--- src/rtl/rwst_pkg.sv ---
// ----------------------------------------------------------------------------
// rwst_pkg
// Types, constants and the hash mixing function used by the write-stamp
// table controller and datapath.
// ----------------------------------------------------------------------------
package rwst_pkg;

   typedef enum logic [2:0] {
      ACT_WRITE  = 3'd0,
      ACT_READ   = 3'd1,
      ACT_INVAL  = 3'd2,
      ACT_COMMIT = 3'd3,
      ACT_END    = 3'd4,
      ACT_QUERY  = 3'd5
   } action_type;

   typedef enum logic [3:0] {
      ST_CLEAR,
      ST_IDLE,
      ST_DISPATCH,
      ST_SRCH_RD,
      ST_SRCH_CMP,
      ST_CMT_RD,
      ST_CMT_LOAD,
      ST_HASH,
      ST_MOD,
      ST_SLOT_RD,
      ST_SLOT_USE,
      ST_DONE
   } state_type;

   localparam logic [31:0] HASH_SEED = 32'h9E73_5654;
   localparam logic [4:0]  HASH_LAST = 5'd6;
   localparam logic [4:0]  MOD_LAST  = 5'd2;

   typedef struct packed {
      logic [31:0] a;
      logic [31:0] b;
      logic [31:0] c;
   } hash_type;

   typedef struct packed {
      logic load_item;
      logic clr_wr;
      logic res_invalid;
      logic res_wrote;
      logic res_read;
      logic epoch_inc;
      logic ws_clear;
      logic idx_clear;
      logic idx_inc;
      logic ws_append;
      logic last_set;
      logic hash_init;
      logic hash_init_ws;
      logic hash_step;
      logic mod_step;
      logic slot_wr;
      logic rsp_load;
   } cmd_type;

   typedef struct packed {
      logic [2:0] action;
      logic       track;
      logic       id_zero;
      logic       id_is_last;
      logic       overflow;
      logic       idx_end;
      logic       ws_match;
      logic       hash_done;
      logic       mod_done;
      logic       clr_done;
      logic       rsp_free;
   } status_type;

   function automatic logic [31:0] rotl(logic [31:0] x, int k);
      return (x << k) | (x >> (32 - k));
   endfunction

   function automatic hash_type hash_mix(hash_type h, logic [2:0] step);
      hash_type r;
      r = h;
      case (step)
         3'd0: begin r.c = (h.c ^ h.b) - rotl(h.b, 14); end
         3'd1: begin r.a = (h.a ^ h.c) - rotl(h.c, 11); end
         3'd2: begin r.b = (h.b ^ h.a) - rotl(h.a, 25); end
         3'd3: begin r.c = (h.c ^ h.b) - rotl(h.b, 16); end
         3'd4: begin r.a = (h.a ^ h.c) - rotl(h.c, 4); end
         3'd5: begin r.b = (h.b ^ h.a) - rotl(h.a, 14); end
         3'd6: begin r.c = (h.c ^ h.b) - rotl(h.b, 24); end
         default: begin r = h; end
      endcase
      return r;
   endfunction

endpackage

--- src/rtl/rwst_ctrl.sv ---
// ----------------------------------------------------------------------------
// rwst_ctrl
// Sequencer of the write-stamp table: clear pass, action dispatch, write-set
// search, commit walk, slot hash and read-modify-write.
// ----------------------------------------------------------------------------
module rwst_ctrl
   import rwst_pkg::*;
(
   input  logic       clock,
   input  logic       reset,
   input  logic       req_tvalid,
   output logic       req_tready,
   input  status_type stat,
   output cmd_type    cmd
);

   state_type state_ff, state_in;

   always_comb begin
      state_in = state_ff;
      case (state_ff)
         ST_CLEAR: begin
            if (stat.clr_done) state_in = ST_IDLE;
         end
         ST_IDLE: begin
            if (req_tvalid) state_in = ST_DISPATCH;
         end
         ST_DISPATCH: begin
            case (stat.action)
               ACT_WRITE: begin
                  if (!stat.track || stat.id_zero || stat.id_is_last) state_in = ST_DONE;
                  else state_in = ST_SRCH_RD;
               end
               ACT_READ: begin
                  if (!stat.track || stat.id_zero) state_in = ST_DONE;
                  else state_in = ST_HASH;
               end
               ACT_COMMIT: begin
                  state_in = stat.track ? ST_CMT_RD : ST_DONE;
               end
               ACT_QUERY: begin
                  if (stat.id_is_last || stat.overflow) state_in = ST_DONE;
                  else state_in = ST_SRCH_RD;
               end
               default: state_in = ST_DONE;
            endcase
         end
         ST_SRCH_RD: begin
            if (!stat.idx_end) state_in = ST_SRCH_CMP;
            else if (stat.action == ACT_WRITE) state_in = ST_HASH;
            else state_in = ST_DONE;
         end
         ST_SRCH_CMP: begin
            state_in = stat.ws_match ? ST_DONE : ST_SRCH_RD;
         end
         ST_CMT_RD: begin
            state_in = stat.idx_end ? ST_DONE : ST_CMT_LOAD;
         end
         ST_CMT_LOAD: begin
            state_in = ST_HASH;
         end
         ST_HASH: begin
            if (stat.hash_done) state_in = ST_MOD;
         end
         ST_MOD: begin
            if (stat.mod_done) state_in = ST_SLOT_RD;
         end
         ST_SLOT_RD: begin
            state_in = ST_SLOT_USE;
         end
         ST_SLOT_USE: begin
            state_in = (stat.action == ACT_COMMIT) ? ST_CMT_RD : ST_DONE;
         end
         ST_DONE: begin
            if (stat.rsp_free) state_in = ST_IDLE;
         end
         default: state_in = ST_CLEAR;
      endcase
   end

   always_comb begin
      cmd        = '0;
      req_tready = 1'b0;
      case (state_ff)
         ST_CLEAR: begin
            cmd.clr_wr = 1'b1;
         end
         ST_IDLE: begin
            req_tready    = 1'b1;
            cmd.load_item = req_tvalid;
         end
         ST_DISPATCH: begin
            case (stat.action)
               ACT_WRITE: begin
                  cmd.idx_clear = 1'b1;
               end
               ACT_READ: begin
                  if (!stat.track || stat.id_zero) cmd.res_invalid = 1'b1;
                  else cmd.hash_init = 1'b1;
               end
               ACT_INVAL: begin
                  cmd.epoch_inc = stat.track;
               end
               ACT_COMMIT: begin
                  cmd.idx_clear = 1'b1;
               end
               ACT_END: begin
                  cmd.ws_clear = 1'b1;
               end
               ACT_QUERY: begin
                  if (stat.id_is_last || stat.overflow) cmd.res_wrote = 1'b1;
                  else cmd.idx_clear = 1'b1;
               end
               default: begin
                  cmd = '0;
               end
            endcase
         end
         ST_SRCH_RD: begin
            if (stat.idx_end && stat.action == ACT_WRITE) begin
               cmd.ws_append = 1'b1;
               cmd.hash_init = 1'b1;
            end
         end
         ST_SRCH_CMP: begin
            if (stat.ws_match) begin
               cmd.last_set  = stat.action == ACT_WRITE;
               cmd.res_wrote = stat.action == ACT_QUERY;
            end else begin
               cmd.idx_inc = 1'b1;
            end
         end
         ST_CMT_RD: begin
            cmd.epoch_inc = stat.idx_end & stat.overflow;
         end
         ST_CMT_LOAD: begin
            cmd.hash_init    = 1'b1;
            cmd.hash_init_ws = 1'b1;
            cmd.idx_inc      = 1'b1;
         end
         ST_HASH: begin
            cmd.hash_step = 1'b1;
         end
         ST_MOD: begin
            cmd.mod_step = 1'b1;
         end
         ST_SLOT_RD: begin
            cmd = '0;
         end
         ST_SLOT_USE: begin
            if (stat.action == ACT_READ) cmd.res_read = 1'b1;
            else cmd.slot_wr = 1'b1;
         end
         ST_DONE: begin
            cmd.rsp_load = stat.rsp_free;
         end
         default: begin
            cmd = '0;
         end
      endcase
   end

   always_ff @(posedge clock) begin
      if (reset) begin
         state_ff <= ST_CLEAR;
      end else begin
         state_ff <= state_in;
      end
   end

endmodule

--- config.mk ---
export PLATFORM = sky130hd
export DESIGN_NAME = rwst_ctrl
export DESIGN_NICKNAME = d
export VERILOG_FILES = /design/src/rtl/rwst_pkg.sv /design/src/rtl/rwst_ctrl.sv
export SDC_FILE = /design/constraint.sdc
export NUM_CORES = 1
export LEC_CHECK = 0
export BUFFER_PORTS_ARGS = -buffer_cell sky130_fd_sc_hd__buf_2
export CAP_MARGIN = 20
export CORE_MARGIN = 2
export CORE_UTILIZATION = 45
export DETAILED_ROUTE_END_ITERATION = 16
export GPL_TIMING_DRIVEN = 0
export PLACE_DENSITY = 0.76
export SLEW_MARGIN = 20
export SYNTH_ARGS = -nofsm -noshare
export SYNTH_HDL_FRONTEND = slang
export SYNTH_SLANG_ARGS = --single-unit
--- constraint.sdc ---
create_clock -name clock -period 1.9 [get_ports clock]
set_clock_uncertainty 0.1 [all_clocks]
set_input_delay 0.19 -clock clock [delete_from_list [all_inputs] [get_ports clock]]
set_output_delay 0.19 -clock clock [all_outputs]
set_load 0.03 [all_outputs]
==> results.json <==
{
  "status": "finished clean",
  "power_leakage_nw": 0.587,
  "grt_usage_pct": 23.8,
  "hold_viol": 0,
  "dpl.cell_count": 172,
  "grt_max_degree": 11,
  "diodes": 0,
  "largest_reg_flops": 4,
  "htreeDepth": 1,
  "hp-class": "in2reg",
  "die_area_sq_mm": 0.00219,
  "worstMarginPinSlew_ps": 315,
  "synth_cells": 116,
  "cts_buffer_depth": 2,
  "portBuffers": 31,
  "syn_area_sq_um": 823,
  "die_h_microns": 46.8,
  "crit_chain": "and2b_2 > nand3_2 > o32a_1 > o32ai_2 > buf_4",
  "syn_nets": 132,
  "power.total_mw": 1.44,
  "synth.distinct_cells": 51,
  "ys_ff_latch": 4,
  "setup_violations": 0,
  "start_kind": "register",
  "die_w_microns": 46.8,
  "synthTopCellsByArea": "dfxtp_1 9.7%, nor3_1 4.9%, o21ai_0 4.9%",
  "num_vias": 1086,
  "start_util_pct": 47.7,
  "core_area_sq_mm": 0.00173,
  "placed_area_sq_mm": 0.00102,
  "final_util_pct": 69.9,
  "cts.clk_slew.worst_paths_ps": 50,
  "drtPass1Iterations": 4,
  "final_cells": 185,
  "arrival_ps": 1560,
  "slowest_stage": "dfxtp_4",
  "synth_top_cell_by_area": "dfxtp_1",
  "antenna_found_initial": 0,
  "wl_per_cell_microns": 14.6,
  "fin_area_sq_mm": 0.00121,
  "slew_headroom_pct": 79.0,
  "cts_tree": "done",
  "nets": 178,
  "numCtsBuffers": 3,
  "core.rowCount": 15,
  "ys_seq_area_share_pct": 9.73,
  "fmax_ghz": 0.539,
  "area_growth_pct": 46.7,
  "synth_top_area_share_pct": 9.73,
  "drt_wl_total_microns": 2690,
  "clockRootBuffer": "clkbuf_4",
  "synth_ff_type": "dfxtp_1",
  "final.period_utilization_pct": 97.6,
  "first_global_vias": 850,
  "cp.required_ps": 1610,
  "max_stage_delay_ps": 370,
  "yosys_warnings": 0,
  "largestRegisters": "state_ff: 4 flops",
  "grt_first_pass_wirelength_microns": 3760,
  "place_hpwl_microns": 1850,
  "largest-register": "state_ff",
  "peakVddDrop_mv": 0.549,
  "mostFrequentLayoutCell": "buf_2",
  "final_antenna_net_count": 0,
  "synth_edf_count": 0,
  "drc_errors": 0,
  "vias_per_cell": 5.87,
  "drive_above_1_share_pct": 47.5,
  "synthArstFlopShare_pct": 0,
  "min_period_ps": 1850,
  "setup.worst_path.class": "reg2out",
  "maxCapViolations": 0,
  "p_per_area_mw_per_mm2": 1200,
  "clk_latency_ps": 250,
  "overflow": 0,
  "critPathCaptureType": "output port",
  "avgSynthCellArea_sq_um": 7.10,
  "hold_buffers": 0,
  "drt_iter0_drc": 47,
  "place_congestion": 0.877,
  "worstPathMaxFanout": 8,
  "layout_common_cells": "30 x buf_2, 15 x buf_4, 9 x nor2_1",
  "drv_slew": 0,
  "clock_sinks": 4,
  "grt_setup_unrepaired": "yes",
  "ioPinCount": 34
}
==> timing repair <==
action,4_1_cts,5_1_grt
pin swaps,1,4
endpoints found under the setup margin,4,3
setup buffers,0,10
gates cloned,0,1
resized for setup,16,12
==> area by class of cell <==
class                           instances  area (sq um)
Buffer                                  9          87.6
Clock buffer                            3          22.5
Fill cell                             158           519
Inverter                                6          22.5
Multi-Input combinational cell         96           712
Sequential cell                         4          88.8
Tap cell                               25          31.3
Timing Repair Buffer                   42           243
==> per-stage QoR <==
stage                     setup slack (ps)  TNS (ps)  hold WS, ps
after global routing                 -34.1     -61.1         85.2
after CTS                             1.16         0         61.4
after detailed placement              84.1         0          321
after floorplan                       44.9         0          158
after global placement                87.1         0          320
final                                 45.8         0         80.3
==> Yosys cell counts (2+ instances only) <==
cell type   n
and3_1      3
nor3_1      8
a31oi_1     3
buf_4       3
o22ai_1     3
nand2b_1    5
nand2_1     5
nor2b_1     3
o32a_1      2
nand3b_1    3
inv_1       5
and3b_1     3
nand3_1     3
nor3b_1     2
nor2_1     10
buf_2       6
a21oi_1     5
o21ai_0     8
dfxtp_1     4
==> power breakdown <==
part	switching [mW]	internal (mW)
registers	0.0383	0.122
clock network	0.0432	0.0712
logic	0.638	0.531
total	0.719	0.724
==> path summary, 6_finish.rpt <==
kind	startpoint	slack, ps	cells after the start	to
max	state_ff[2]$_SDFFE_PP0P_	50	5	cmd[5]
max reg2reg	state_ff[1]$_SDFFE_PP0P_	340	5	state_ff[1]$_SDFFE_PP0P_
min	reset	80	2	state_ff[1]$_SDFFE_PP0P_
min reg2reg	state_ff[0]$_SDFFE_PP0P_	600	5	state_ff[2]$_SDFFE_PP0P_
==> critical path: cells and delay by family, from the launching register on <==
family	cells	cell delay, ps
flops	1	370
simple gates	2	360
buf+inv	1	200
compound gates	2	380
==> logic make-up (layout without fill, tap and decap cells) <==
| logic type | after synthesis | after routing | synth area share, % |
|---|---|---|---|
| AOI/OAI and AO/OA | 34 | 34 | 30.1 |
| DFF | 4 | 4 | 9.73 |
| buffers and inverters | 16 | 60 | 10.5 |
| and+or+nand+nor | 60 | 60 | 47.4 |
| xor gates and xnor gates | 1 | 1 | 1.06 |
| muxes | 1 | 1 | 1.22 |
==> layer usage <==
layer / vias up / global-route usage [%] / wire, microns
li1: 534 / - / -
met3: 8 / 3.46 / 197
met1: 487 / 31.9 / 1140
met5: - / 0 / 0
met4: 0 / 8.33 / 51
met2: 57 / 38.9 / 1300
Power figures use the tool's default switching activity.
